==> config.mk <==
export PLATFORM = sky130hd
export DESIGN_NAME = sync_wait_queue
export DESIGN_NICKNAME = d
export VERILOG_FILES = /design/src/hdl/swq_pkg.sv /design/src/hdl/sync_wait_queue.sv /design/src/hdl/swq_ram.sv /design/src/hdl/swq_ctrl.sv
export SDC_FILE = /design/constraint.sdc
export NUM_CORES = 1
export LEC_CHECK = 0
export ABC_AREA = 1
export BUFFER_PORTS_ARGS = -buffer_cell sky130_fd_sc_hd__buf_2
export CAP_MARGIN = 10
export CORE_UTILIZATION = 40
export DETAILED_ROUTE_END_ITERATION = 6
export HOLD_SLACK_MARGIN = 0.12
export MAX_ROUTING_LAYER = met4
export PLACE_DENSITY_LB_ADDON = 0.12
export SKIP_LAST_GASP = 1
export SYNTH_ARGS = -nofsm -noshare
export SYNTH_HDL_FRONTEND = slang
export SYNTH_SLANG_ARGS = --single-unit
==> constraint.sdc <==
create_clock -name clk -period 3.9 [get_ports clk]
set_input_delay 0.585 -clock clk [delete_from_list [all_inputs] [get_ports clk]]
set_output_delay 0.585 -clock clk [all_outputs]
set_load 0.01 [all_outputs]
==> src/hdl/swq_pkg.sv <==
`default_nettype none
package swq_pkg;

  localparam int QUEUE_DEPTH = 16;
  localparam int ADDR_W      = (QUEUE_DEPTH > 1) ? $clog2(QUEUE_DEPTH) : 1;
  localparam int CNT_W       = $clog2(QUEUE_DEPTH + 1);
  localparam int SUM_W       = CNT_W + 1;

  localparam int ID_W     = 8;
  localparam int PRIO_W   = 8;
  localparam int OP_W     = 2;
  localparam int STATUS_W = 2;
  localparam int ENTRY_W  = ID_W + PRIO_W;

  localparam logic [OP_W-1:0] OP_WAIT     = 2'd0;
  localparam logic [OP_W-1:0] OP_REL_ONE  = 2'd1;
  localparam logic [OP_W-1:0] OP_REL_ALL  = 2'd2;

  localparam logic [STATUS_W-1:0] ST_ENQUEUED = 2'd0;
  localparam logic [STATUS_W-1:0] ST_RELEASED = 2'd1;
  localparam logic [STATUS_W-1:0] ST_EMPTY    = 2'd2;
  localparam logic [STATUS_W-1:0] ST_FULL     = 2'd3;

  typedef struct packed {
    logic [PRIO_W-1:0] prio;
    logic [ID_W-1:0]   id;
  } entry_t;

  typedef struct packed {
    logic                load;
    logic [ID_W-1:0]     id;
    logic [STATUS_W-1:0] status;
    logic                last;
  } res_t;

  // logical queue position to ram address, wrapping around the ring
  function automatic logic [ADDR_W-1:0] ring_addr(input logic [ADDR_W-1:0] head,
                                                  input logic [CNT_W-1:0]  idx);
    logic [SUM_W-1:0] sum;
    sum = SUM_W'(head) + SUM_W'(idx);
    if (sum >= SUM_W'(QUEUE_DEPTH)) begin
      sum = sum - SUM_W'(QUEUE_DEPTH);
    end
    return sum[ADDR_W-1:0];
  endfunction

endpackage
`default_nettype wire

==> src/hdl/sync_wait_queue.sv <==
// Wait queue of a synchronization object, up to swq_pkg::QUEUE_DEPTH tasks.
// Input stream: in_tuser is the opcode (wait, release one, release all),
// in_tdata carries task id and priority value. Each wait or release gives
// one result on the output stream, release all gives one per queued task,
// with out_tlast on the final one. out_tuser is the status, out_tdata the id.
// cfg_wr_en/cfg_wr_data set the release mode: 0 arrival order, 1 ascending
// priority value, equal values in arrival order; write only while idle.
// One request is worked on at a time; in_tready is low meanwhile.
// An enqueue in arrival order or into an empty queue, and an empty or full
// case, go straight to the result; in_tready returns once it is loaded. A
// priority enqueue scans, then ripples, the ring memory one entry per cycle.
// Release drains one entry per cycle while the output register is free,
// after a registered read of the head. The ring memory has a single read
// and a single write port. The result sits in an output register: a stalled
// receiver holds it and the sequencer waits, nothing is lost. Reset empties
// the queue and sets arrival order mode; memory contents are not cleared.
`default_nettype none
module sync_wait_queue (
  input  wire logic                               clk,
  input  wire logic                               rst_n,
  input  wire logic                               cfg_wr_en,
  input  wire logic                               cfg_wr_data,
  input  wire logic                               in_tvalid,
  output logic                                    in_tready,
  input  wire logic [swq_pkg::ENTRY_W-1:0]        in_tdata,   // task_id, task_priority
  input  wire logic [swq_pkg::OP_W-1:0]           in_tuser,   // opcode
  output logic                                    out_tvalid,
  input  wire logic                               out_tready,
  output logic [swq_pkg::ID_W-1:0]                out_tdata,  // released_id
  output logic [swq_pkg::STATUS_W-1:0]            out_tuser,  // status
  output logic                                    out_tlast
);

  swq_pkg::res_t                   res;
  logic                            slot_free;
  logic                            ram_wr_en;
  logic [swq_pkg::ADDR_W-1:0]      ram_wr_addr;
  logic [swq_pkg::ADDR_W-1:0]      ram_rd_addr;
  swq_pkg::entry_t                 ram_wr_data;
  swq_pkg::entry_t                 ram_rd_data;
  logic [swq_pkg::ENTRY_W-1:0]     ram_rd_bits;

  logic                            out_valid_r;
  logic [swq_pkg::ID_W-1:0]        out_id_r;
  logic [swq_pkg::STATUS_W-1:0]    out_status_r;
  logic                            out_last_r;

  assign slot_free   = !out_valid_r || out_tready;
  assign ram_rd_data = swq_pkg::entry_t'(ram_rd_bits);

  swq_ctrl u_ctrl (
    .clk         (clk),
    .rst_n       (rst_n),
    .cfg_wr_en   (cfg_wr_en),
    .cfg_wr_data (cfg_wr_data),
    .in_valid    (in_tvalid),
    .in_ready    (in_tready),
    .in_opcode   (in_tuser),
    .in_id       (in_tdata[swq_pkg::ID_W-1:0]),
    .in_prio     (in_tdata[swq_pkg::ENTRY_W-1:swq_pkg::ID_W]),
    .slot_free   (slot_free),
    .res         (res),
    .ram_wr_en   (ram_wr_en),
    .ram_wr_addr (ram_wr_addr),
    .ram_wr_data (ram_wr_data),
    .ram_rd_addr (ram_rd_addr),
    .ram_rd_data (ram_rd_data)
  );

  swq_ram #(
    .WIDTH (swq_pkg::ENTRY_W),
    .DEPTH (swq_pkg::QUEUE_DEPTH)
  ) u_ram (
    .clk     (clk),
    .wr_en   (ram_wr_en),
    .wr_addr (ram_wr_addr),
    .wr_data (ram_wr_data),
    .rd_addr (ram_rd_addr),
    .rd_data (ram_rd_bits)
  );

  always_ff @(posedge clk) begin
    if (!rst_n) begin
      out_valid_r <= 1'b0;
    end else if (res.load) begin
      out_valid_r <= 1'b1;
    end else if (out_tready) begin
      out_valid_r <= 1'b0;
    end
  end

  always_ff @(posedge clk) begin
    if (res.load) begin
      out_id_r     <= res.id;
      out_status_r <= res.status;
      out_last_r   <= res.last;
    end
  end

  assign out_tvalid = out_valid_r;
  assign out_tdata  = out_id_r;
  assign out_tuser  = out_status_r;
  assign out_tlast  = out_last_r;

endmodule
`default_nettype wire

==> src/hdl/swq_ram.sv <==
`default_nettype none
module swq_ram #(
  parameter int WIDTH = 16,
  parameter int DEPTH = 16
) (
  input  wire logic                     clk,
  input  wire logic                     wr_en,
  input  wire logic [$clog2(DEPTH)-1:0] wr_addr,
  input  wire logic [WIDTH-1:0]         wr_data,
  input  wire logic [$clog2(DEPTH)-1:0] rd_addr,
  output logic      [WIDTH-1:0]         rd_data
);

  logic [WIDTH-1:0] mem_r [DEPTH];
  logic [WIDTH-1:0] rd_data_r;

  always_ff @(posedge clk) begin
    if (wr_en) begin
      mem_r[wr_addr] <= wr_data;
    end
    rd_data_r <= mem_r[rd_addr];
  end

  assign rd_data = rd_data_r;

endmodule
`default_nettype wire

==> src/hdl/swq_ctrl.sv <==
`default_nettype none
module swq_ctrl (
  input  wire logic                           clk,
  input  wire logic                           rst_n,
  input  wire logic                           cfg_wr_en,
  input  wire logic                           cfg_wr_data,
  input  wire logic                           in_valid,
  output logic                                in_ready,
  input  wire logic [swq_pkg::OP_W-1:0]       in_opcode,
  input  wire logic [swq_pkg::ID_W-1:0]       in_id,
  input  wire logic [swq_pkg::PRIO_W-1:0]     in_prio,
  input  wire logic                           slot_free,
  output swq_pkg::res_t                       res,
  output logic                                ram_wr_en,
  output logic [swq_pkg::ADDR_W-1:0]          ram_wr_addr,
  output swq_pkg::entry_t                     ram_wr_data,
  output logic [swq_pkg::ADDR_W-1:0]          ram_rd_addr,
  input  wire swq_pkg::entry_t                ram_rd_data
);

  typedef enum logic [4:0] {
    S_IDLE  = 5'b00001,
    S_SCAN  = 5'b00010,
    S_SHIFT = 5'b00100,
    S_POP   = 5'b01000,
    S_EMIT  = 5'b10000
  } state_t;

  state_t                          state_r, state_nxt;
  logic                            mode_r, mode_nxt;
  logic [swq_pkg::ADDR_W-1:0]      head_r, head_nxt;
  logic [swq_pkg::CNT_W-1:0]       count_r, count_nxt;
  logic [swq_pkg::CNT_W-1:0]       idx_r, idx_nxt;
  logic [swq_pkg::OP_W-1:0]        op_r, op_nxt;
  logic [swq_pkg::ID_W-1:0]        id_r, id_nxt;
  logic [swq_pkg::PRIO_W-1:0]      prio_r, prio_nxt;
  swq_pkg::entry_t                 carry_r, carry_nxt;
  logic [swq_pkg::ID_W-1:0]        res_id_r, res_id_nxt;
  logic [swq_pkg::STATUS_W-1:0]    res_status_r, res_status_nxt;

  logic                            accept;
  logic                            full;
  logic                            prio_gt;
  logic [swq_pkg::CNT_W-1:0]       idx_inc;
  logic [swq_pkg::CNT_W-1:0]       wr_idx;
  logic [swq_pkg::ADDR_W-1:0]      head_inc;

  assign in_ready = (state_r == S_IDLE) && rst_n;
  assign accept   = in_valid && in_ready;
  assign full     = (count_r == swq_pkg::CNT_W'(swq_pkg::QUEUE_DEPTH));
  assign idx_inc  = idx_r + swq_pkg::CNT_W'(1);
  assign head_inc = (head_r == swq_pkg::ADDR_W'(swq_pkg::QUEUE_DEPTH - 1)) ?
                    '0 : head_r + swq_pkg::ADDR_W'(1);

  // compare unit for the priority scan
  assign prio_gt = (ram_rd_data.prio > prio_r);

  always_comb begin
    state_nxt      = state_r;
    mode_nxt       = cfg_wr_en ? cfg_wr_data : mode_r;
    head_nxt       = head_r;
    count_nxt      = count_r;
    idx_nxt        = idx_r;
    op_nxt         = op_r;
    id_nxt         = id_r;
    prio_nxt       = prio_r;
    carry_nxt      = carry_r;
    res_id_nxt     = res_id_r;
    res_status_nxt = res_status_r;
    ram_wr_en      = 1'b0;
    wr_idx         = count_r;
    ram_wr_data    = '{prio: prio_r, id: id_r};
    res            = '{load: 1'b0, id: res_id_r, status: res_status_r, last: 1'b1};

    unique case (state_r)
      S_IDLE: begin
        idx_nxt = '0;
        if (accept) begin
          op_nxt   = in_opcode;
          id_nxt   = in_id;
          prio_nxt = in_prio;
          unique case (in_opcode)
            swq_pkg::OP_WAIT: begin
              res_id_nxt = in_id;
              if (full) begin
                res_status_nxt = swq_pkg::ST_FULL;
                state_nxt      = S_EMIT;
              end else if (!mode_r || count_r == '0) begin
                ram_wr_en      = 1'b1;
                ram_wr_data    = '{prio: in_prio, id: in_id};
                count_nxt      = count_r + swq_pkg::CNT_W'(1);
                res_status_nxt = swq_pkg::ST_ENQUEUED;
                state_nxt      = S_EMIT;
              end else begin
                state_nxt = S_SCAN;
              end
            end
            swq_pkg::OP_REL_ONE, swq_pkg::OP_REL_ALL: begin
              if (count_r == '0) begin
                res_id_nxt     = '0;
                res_status_nxt = swq_pkg::ST_EMPTY;
                state_nxt      = S_EMIT;
              end else begin
                state_nxt = S_POP;
              end
            end
            default: begin
              state_nxt = S_IDLE;
            end
          endcase
        end
      end
      S_SCAN: begin
        res_id_nxt     = id_r;
        res_status_nxt = swq_pkg::ST_ENQUEUED;
        if (prio_gt) begin
          ram_wr_en = 1'b1;
          wr_idx    = idx_r;
          carry_nxt = ram_rd_data;
          idx_nxt   = idx_inc;
          state_nxt = S_SHIFT;
        end else if (idx_inc == count_r) begin
          ram_wr_en = 1'b1;
          wr_idx    = count_r;
          count_nxt = count_r + swq_pkg::CNT_W'(1);
          state_nxt = S_EMIT;
        end else begin
          idx_nxt = idx_inc;
        end
      end
      S_SHIFT: begin
        ram_wr_en   = 1'b1;
        wr_idx      = idx_r;
        ram_wr_data = carry_r;
        if (idx_r == count_r) begin
          count_nxt = count_r + swq_pkg::CNT_W'(1);
          state_nxt = S_EMIT;
        end else begin
          carry_nxt = ram_rd_data;
          idx_nxt   = idx_inc;
        end
      end
      S_POP: begin
        if (slot_free) begin
          res.load   = 1'b1;
          res.id     = ram_rd_data.id;
          res.status = swq_pkg::ST_RELEASED;
          res.last   = (op_r == swq_pkg::OP_REL_ONE) || (count_r == swq_pkg::CNT_W'(1));
          head_nxt   = head_inc;
          count_nxt  = count_r - swq_pkg::CNT_W'(1);
          if (res.last) begin
            state_nxt = S_IDLE;
          end
        end
      end
      S_EMIT: begin
        if (slot_free) begin
          res.load  = 1'b1;
          state_nxt = S_IDLE;
        end
      end
      default: begin
        state_nxt = S_IDLE;
      end
    endcase
  end

  assign ram_wr_addr = swq_pkg::ring_addr(head_r, wr_idx);
  assign ram_rd_addr = swq_pkg::ring_addr(head_nxt, idx_nxt);

  always_ff @(posedge clk) begin
    if (!rst_n) begin
      state_r <= S_IDLE;
      mode_r  <= 1'b0;
      head_r  <= '0;
      count_r <= '0;
      idx_r   <= '0;
    end else begin
      state_r <= state_nxt;
      mode_r  <= mode_nxt;
      head_r  <= head_nxt;
      count_r <= count_nxt;
      idx_r   <= idx_nxt;
    end
  end

  always_ff @(posedge clk) begin
    op_r         <= op_nxt;
    id_r         <= id_nxt;
    prio_r       <= prio_nxt;
    carry_r      <= carry_nxt;
    res_id_r     <= res_id_nxt;
    res_status_r <= res_status_nxt;
  end

endmodule
`default_nettype wire

== Word level (Yosys, flattened, before mapping) ==
Memory sizes are Yosys's and may differ from the RTL's. A register that Yosys moved wholly into a read port is not among the register bits.
Index checks and enable logic that the tools add are counted.

* Bits in registers: 76
* RAM bits: 256
* Input port bits: 24
* Output and inout port bits: 13
* Word-level logic and storage cells: 143
* Memories: 1

{| class="wikitable"
|+ Memories
! memory !! words !! width !! read ports !! clocked after memory_dff !! wr ports !! line !! source
|-
| u_ram.mem_r || 16 || 16 || 1 || 1 || 1 || swq_ram.sv:14 || <nowiki>logic [WIDTH-1:0] mem_r [DEPTH];</nowiki>
|}

* $add $sub $neg: 8
* Magnitude comparators: 3
* Eq/ne operators: 29
* Mux-type cells: 65
* Reductions and logical operators: 21

{| class="wikitable"
|+ Operator list
! kind !! number
|-
| two-way mux 5 bit || 22
|-
| two-way mux 16 bit || 6
|-
| one-hot mux 16 bit (2 select lines) || 2
|-
| one-hot mux 8 bit (2 select lines) || 2
|-
| one-hot mux 5 bit (5 select lines) || 1
|-
| two-way mux 4 bit || 5
|-
| one-hot mux 5 bit (2 select lines) || 2
|-
| one-hot mux 5 bit (4 select lines) || 1
|-
| two-way mux 8 bit || 2
|-
| one-hot mux 5 bit (3 select lines) || 1
|-
| != test 2 bit (second input constant) || 7
|-
| adder 4 x 5 -> 6 bit || 2
|-
| >= comparator 6 x 5 -> 1 bit (second input constant) || 2
|-
| two-way mux 12 bit || 1
|-
| two-way mux 1 bit || 11
|-
| two-way mux 11 bit || 1
|-
| adder 5 x 1 -> 5 bit (second input constant) || 2
|-
| equality test 5 x 1 -> 1 bit (second input constant) || 2
|-
| equality test 5 bit || 2
|-
| equality test 5 bit (second input constant) || 2
|-
| != test 2 x 1 -> 1 bit (second input constant) || 5
|-
| AND reduction 9 bit || 1
|-
| > comparator 8 bit || 1
|-
| two-way mux 2 bit || 4
|-
| 28 further kinds || 39
|}

== Depth between registers and ports, before layout ==
* Depth after elaboration: 9
* Mapped depth: 28
* Gate-level depth less buffers: 26

== By module ==
A second synthesis with hierarchy kept.

* Cells, all modules: 1632
* Area total of the unflattened synthesis: 16035.4 sq um

{| class="wikitable"
|+ Modules (own cells, without submodules)
! module !! instances !! cells each !! area an instance (sq um) !! sequential area each (sq um)
|-
| swq_ram || 1 || 1074 || 11380.9 || 8007.7
|-
| swq_ctrl || 1 || 541 || 4277.9 || 1721.7
|-
| sync_wait_queue || 1 || 17 || 376.6 || 350.3
|}

== Least setup slack after synthesis ==
No wires, ideal clock.

* Path kind: register to register
* Start point: reg u_ctrl.prio_r[7] (netlist bit)
* End point: mem u_ram.mem_r[4][0], enable pin
* Library setup time: 388 ps
* Arrival: 3141 ps
* Data required time: 3512 ps
* Setup slack: 371 ps
* Cell stages (with the launch flop): 18
* Path buffers: 0
* Period minus slack after synthesis: 3529 ps
* Cell sequence: edfxtp_1 -> inv_1 -> ha_1 -> a21o_1 -> nor2_1 -> nand2_1 -> nand2_1 -> nand2_1 -> nand2_1 -> nand2_1 -> o21ai_0 -> ha_1 -> inv_1 -> fa_1 -> xor2_1 -> inv_1 -> nand3_1 -> nor2_1

* Cells in the longest elaborated chain, start to end: 6
* Elaborated cells on any way between the ends: 11
* Those cells by class: add/sub: 2; order compare: 2; mux: 7

{| class="wikitable"
|+ Ends and longest elaborated chain
! what !! line !! source
|-
| from (decl) || swq_ctrl.sv:36 || <nowiki>logic [swq_pkg::PRIO_W-1:0] prio_r, prio_nxt;</nowiki>
|-
| from (signal assigned) || swq_ctrl.sv:190 || <nowiki>prio_r <= prio_nxt;</nowiki>
|-
| > comparator 8 bit (*) || swq_ctrl.sv:56 || <nowiki>assign prio_gt = (ram_rd_data.prio > prio_r);</nowiki>
|-
| two-way mux 5 bit || swq_ctrl.sv:116 || <nowiki>if (prio_gt) begin</nowiki>
|-
| one-hot mux 5 bit (2 select lines) || swq_ctrl.sv:75 || <nowiki>unique case (state_r)</nowiki>
|-
| adder 4 x 5 -> 6 bit || swq_pkg.sv:40 || <nowiki>sum = SUM_W'(head) + SUM_W'(idx);</nowiki>
|-
| >= comparator 6 x 5 -> 1 bit or subtractor 4 x 1 -> 4 bit (tied branches) || swq_pkg.sv:41, swq_pkg.sv:42 ||
|-
| two-way mux 4 bit || swq_pkg.sv:41 || <nowiki>if (sum >= SUM_W'(QUEUE_DEPTH)) begin</nowiki>
|-
| to (decl) || swq_ram.sv:14 ||
|}

Every way passes the cells marked *; elsewhere a longest branch is shown, timed or not.

== Worst setup path after layout ==
* Start point: reg u_ctrl.prio_r[3] (netlist bit)
* End point: mem u_ram.mem_r[2][11], enable pin

The elaborated chain is that of the path after synthesis.

==> reports/qor_table.md <==
| Parameter | Reported | Unit |
| --- | --- | --- |
| WP data required | 4.14 | ns |
| Number of rows in the core area | 70 | - |
| Timing-limited maximum frequency | 268 | MHz |
| Number of CTS-inserted buffers | 38 | - |
| Final design area excluding fillers | 18100 | µm² |
| Sum of overflow across all layers after global routing | 0 | - |
| Reported max-cap violation count | 0 | - |
| TritonRoute pass-1 iters | 5 | - |
| Final max-slew violation count | 0 | - |
| Die H | 196 | µm |
| Unrepaired setup endpoints after global routing | true | - |
| Antenna violations before repair | 1 | - |
| Global-route wire length before repair | 59.1 | mm |
| Clock latency at the later pin of the worst-skew pair | 0.54 | ns |
| Most frequently used flop master after synthesis | sky130_fd_sc_hd__edfxtp_1 | - |
| Syn_nets | 1362 | - |
| Final-stage net count | 1487 | - |
| Remaining antenna violation count | 0 | - |
| Final hold viol count | 0 | - |
| Total negative setup slack | 0 | ns |
| Total number of vias | 10300 | - |
| Worst Setup Start Kind | flop | - |
| Final period demand of the worst path | 3.73 | ns |
| Total Die Area | 38400 | µm² |
| Critical path class | flop to flop | - |
| Pin slew with the least headroom to its limit | 0.922 | ns |
| Number of register bits inferred by synthesis | 348 | - |
| Largest fanout of any net on the critical path | 16 | - |
| Standby leakage power | 6.80 | nW |
| Vias in the first global route | 9892 | - |
| Via density | 5.34 | - |
| Clk root buf | sky130_fd_sc_hd__clkbuf_16 | - |
| Quantity of I/O buffers inserted on ports | 36 | - |
| Sequential fraction of the synthesis area | 0.670 | - |
| Worst hold path class | primary input to flop | - |
| Worst setup slack before clock tree synthesis | 0.0688 | ns |
| Post-Syn Area per Cell | 11.4 | µm² |
| # placed instances | 1852 | - |
| Commonest non-fill, non-tap cell in the layout | sky130_fd_sc_hd__edfxtp_1 | - |
| Final Worst Setup Slack | 0.165 | ns |
| Filler Cell Count | 3323 | - |
| Wire length per cell after detailed routing | 20.6 | µm |
| Total wire length after detailed routing | 40.0 | mm |
| Global placement routability congestion | 0.846 | - |
| Area added between synthesis and finish | 20.3 | % |
| Syn Inst Count | 1315 | - |
| Io pins | 37 | - |
| Post-Place Cell Area | 16500 | µm² |
| Placed wire-length estimate | 26.0 | mm |
| Maximum number of pins on one net before global-route repair | 71 | - |
| Number of design rule violations left after detail routing | 0 | - |
| Number of synthesis warnings | 0 | - |
| Core region area | 36800 | µm² |
| Synthesized cell area | 15000 | µm² |
| Synth cell types | 48 | - |
| Worst-case vdd ir drop | 0.000369 | V |
| Outcome | finished clean | - |
| Clock Tree Buf Depth | 3 | - |
| Share of the core filled with cells in the final layout | 0.492 | - |
| Sort of element at the end of the critical path | flop | - |
| Count of flip-flops with a built-in enable after synthesis | 311 | - |
| TritonCTS clock tree | built | - |
| Total clock sinks | 348 | - |
| Final non-filler cell total | 1939 | - |
| Final setup violation count | 0 | - |
| Final period utilization | 0.958 | - |
| Most frequent cells in the layout | sky130_fd_sc_hd__edfxtp_1 (311), sky130_fd_sc_hd__nand2_1 (279), sky130_fd_sc_hd__nor2_1 (92), sky130_fd_sc_hd__o21ai_0 (91), sky130_fd_sc_hd__buf_4 (84) | - |
| Depth of the CTS H-tree | 2 | - |
| Slew HR | 0.383 | - |
| Die width | 196 | µm |
| Async SR Flop Fraction | 0 | - |
| Max Clock Skew | 0.0164 | ns |
| Fraction of final layout cells with drive strength greater than 1 | 0.215 | - |
| Starting density of the core | 0.409 | - |
| Clk pin slew, worst setup/hold paths | 0.06 | ns |
| Initial detailed-routing violation count | 613 | - |
| Power per cell area | 666 | nW/µm² |
| Endpoint arrival time on the critical path | 3.97 | ns |
| GRT Total Usage | 0.211 | - |
worst max-delay path, stage by stage, from the launching register on:
cell	delay [ns]
sky130_fd_sc_hd__edfxtp_1	0.32
sky130_fd_sc_hd__inv_1	0.05
sky130_fd_sc_hd__ha_1	0.30
sky130_fd_sc_hd__nand2_1	0.05
sky130_fd_sc_hd__inv_1	0.07
sky130_fd_sc_hd__nand2_1	0.05
sky130_fd_sc_hd__nand2_1	0.06
sky130_fd_sc_hd__nand2_1	0.06
sky130_fd_sc_hd__nand2_2	0.10
sky130_fd_sc_hd__nand2_4	0.07
sky130_fd_sc_hd__nand2_2	0.10
sky130_fd_sc_hd__nand2_1	0.15
sky130_fd_sc_hd__o21ai_0	0.23
sky130_fd_sc_hd__buf_4	0.15
sky130_fd_sc_hd__ha_1	0.15
sky130_fd_sc_hd__inv_1	0.06
sky130_fd_sc_hd__fa_1	0.39
sky130_fd_sc_hd__xor2_1	0.36
sky130_fd_sc_hd__nand3_1	0.28
sky130_fd_sc_hd__nor2_2	0.21
sky130_fd_sc_hd__buf_12	0.20
cell type report:
cell class	count	area [µm²]	share of cell area
inverter	97	379	0.0209
clock buffer	55	1100	0.0605
antenna	1	2.50	0.000138
clock inverter	15	149	0.00822
timing repair buffer	145	1300	0.0718
tap	468	586	0.0323
sequential	348	10100	0.557
multi-input combinational	810	4510	0.249
worst paths after layout:
check	from	slack, ns	to	cells after the start
setup / recovery	u_ctrl.prio_r[3]	0.17	u_ram.mem_r[2][11]	20
hold / removal	in_tdata[13]	0.25	u_ctrl.prio_r[5]	1
setup reg to reg	u_ctrl.prio_r[3]	0.17	u_ram.mem_r[2][11]	20
hold reg to reg	u_ram.rd_data[1]	0.44	u_ctrl.carry_r[1]	0
through the flow:
stage	total power, W	hold slack [ns]
CTS	0.0120	0.226
floorplan	0.00701	0.408
global placement	0.00841	0.416
finish	0.0121	0.245
detailed placement	0.00841	0.430
global route	0.0126	0.227
cells in the mapped netlist, types with 3 or more instances:
cell type / n / share of area
sky130_fd_sc_hd__nor2_1: 111 / 0.028
sky130_fd_sc_hd__buf_6: 5 / 0.0037
sky130_fd_sc_hd__xor2_1: 9 / 0.0052
sky130_fd_sc_hd__clkbuf_1: 47 / 0.012
sky130_fd_sc_hd__o211ai_1: 10 / 0.0050
sky130_fd_sc_hd__nor2_2: 5 / 0.0021
sky130_fd_sc_hd__nand2_2: 10 / 0.0042
sky130_fd_sc_hd__o21ai_1: 3 / 0.0010
sky130_fd_sc_hd__nand3_2: 15 / 0.010
sky130_fd_sc_hd__inv_1: 79 / 0.020
sky130_fd_sc_hd__nand4_1: 6 / 0.0025
sky130_fd_sc_hd__o21ai_0: 113 / 0.038
sky130_fd_sc_hd__dlygate4sd1_1: 3 / 0.0017
sky130_fd_sc_hd__buf_2: 4 / 0.0013
sky130_fd_sc_hd__edfxtp_1: 311 / 0.62
sky130_fd_sc_hd__o221ai_1: 8 / 0.0047
sky130_fd_sc_hd__clkinv_1: 3 / 0.00075
sky130_fd_sc_hd__a21oi_1: 49 / 0.016
sky130_fd_sc_hd__dfxtp_1: 37 / 0.049
sky130_fd_sc_hd__nor3_1: 3 / 0.0010
sky130_fd_sc_hd__ha_1: 21 / 0.017
sky130_fd_sc_hd__nand2_1: 285 / 0.071
sky130_fd_sc_hd__o22ai_1: 40 / 0.017
sky130_fd_sc_hd__a32o_1: 32 / 0.021
sky130_fd_sc_hd__nand3_4: 4 / 0.0047
sky130_fd_sc_hd__nand3_1: 62 / 0.021
sky130_fd_sc_hd__inv_2: 13 / 0.0032
registers in the layout (all words and copies together), names as in the netlist, named ones only:
name                 flops
u_ctrl.res_id_r          8
u_ctrl.idx_r             4
out_tuser                2
out_tdata                8
u_ctrl.res_status_r      2
u_ctrl.op_r              2
u_ctrl.state_r           5
u_ctrl.head_r            4
u_ctrl.count_r           5
u_ctrl.carry_r          16
u_ctrl.prio_r            8
u_ram.mem_r            256
out_tvalid               1
u_ram.rd_data           16
out_tlast                1
u_ctrl.id_r              8
u_ctrl.mode_r            1
routing by layer:
layer,track usage,vias up,part of all wire
met5,-,-,0
met4,0.0518,0,0.017
met3,0.0395,52,0.060
met2,0.330,285,0.47
met1,0.285,5068,0.46
li1,-,4943,-
what timing repair did:
| action | in CTS | in global routing |
|---|---|---|
| setup buffers | 0 | 10 |
| endpoints found under the setup margin | 0 | 272 |
| hold buffers | 0 | 0 |
| resized for setup | 0 | 66 |
logic make-up after synthesis:
| kind of cell | after synthesis | synth area share |
|---|---|---|
| AND/OR/NAND/NOR | 512 | 0.152 |
| flip-flops | 348 | 0.670 |
| AO/OA/AOI/OAI | 264 | 0.108 |
| buffers and inverters | 157 | 0.0436 |
| adder cells (fa/ha/maj) | 23 | 0.0201 |
| XOR/XNOR | 11 | 0.00640 |
power by group:
group	switching (W)	leakage [nW]	internal, W	total [W]
clock network	0.00146	0.617	0.00210	0.00356
logic	0.00237	3.06	0.00113	0.00350
registers	0.000176	3.13	0.00483	0.00500
total	0.00400	6.80	0.00806	0.0121
(Power assumes the default switching activity.)
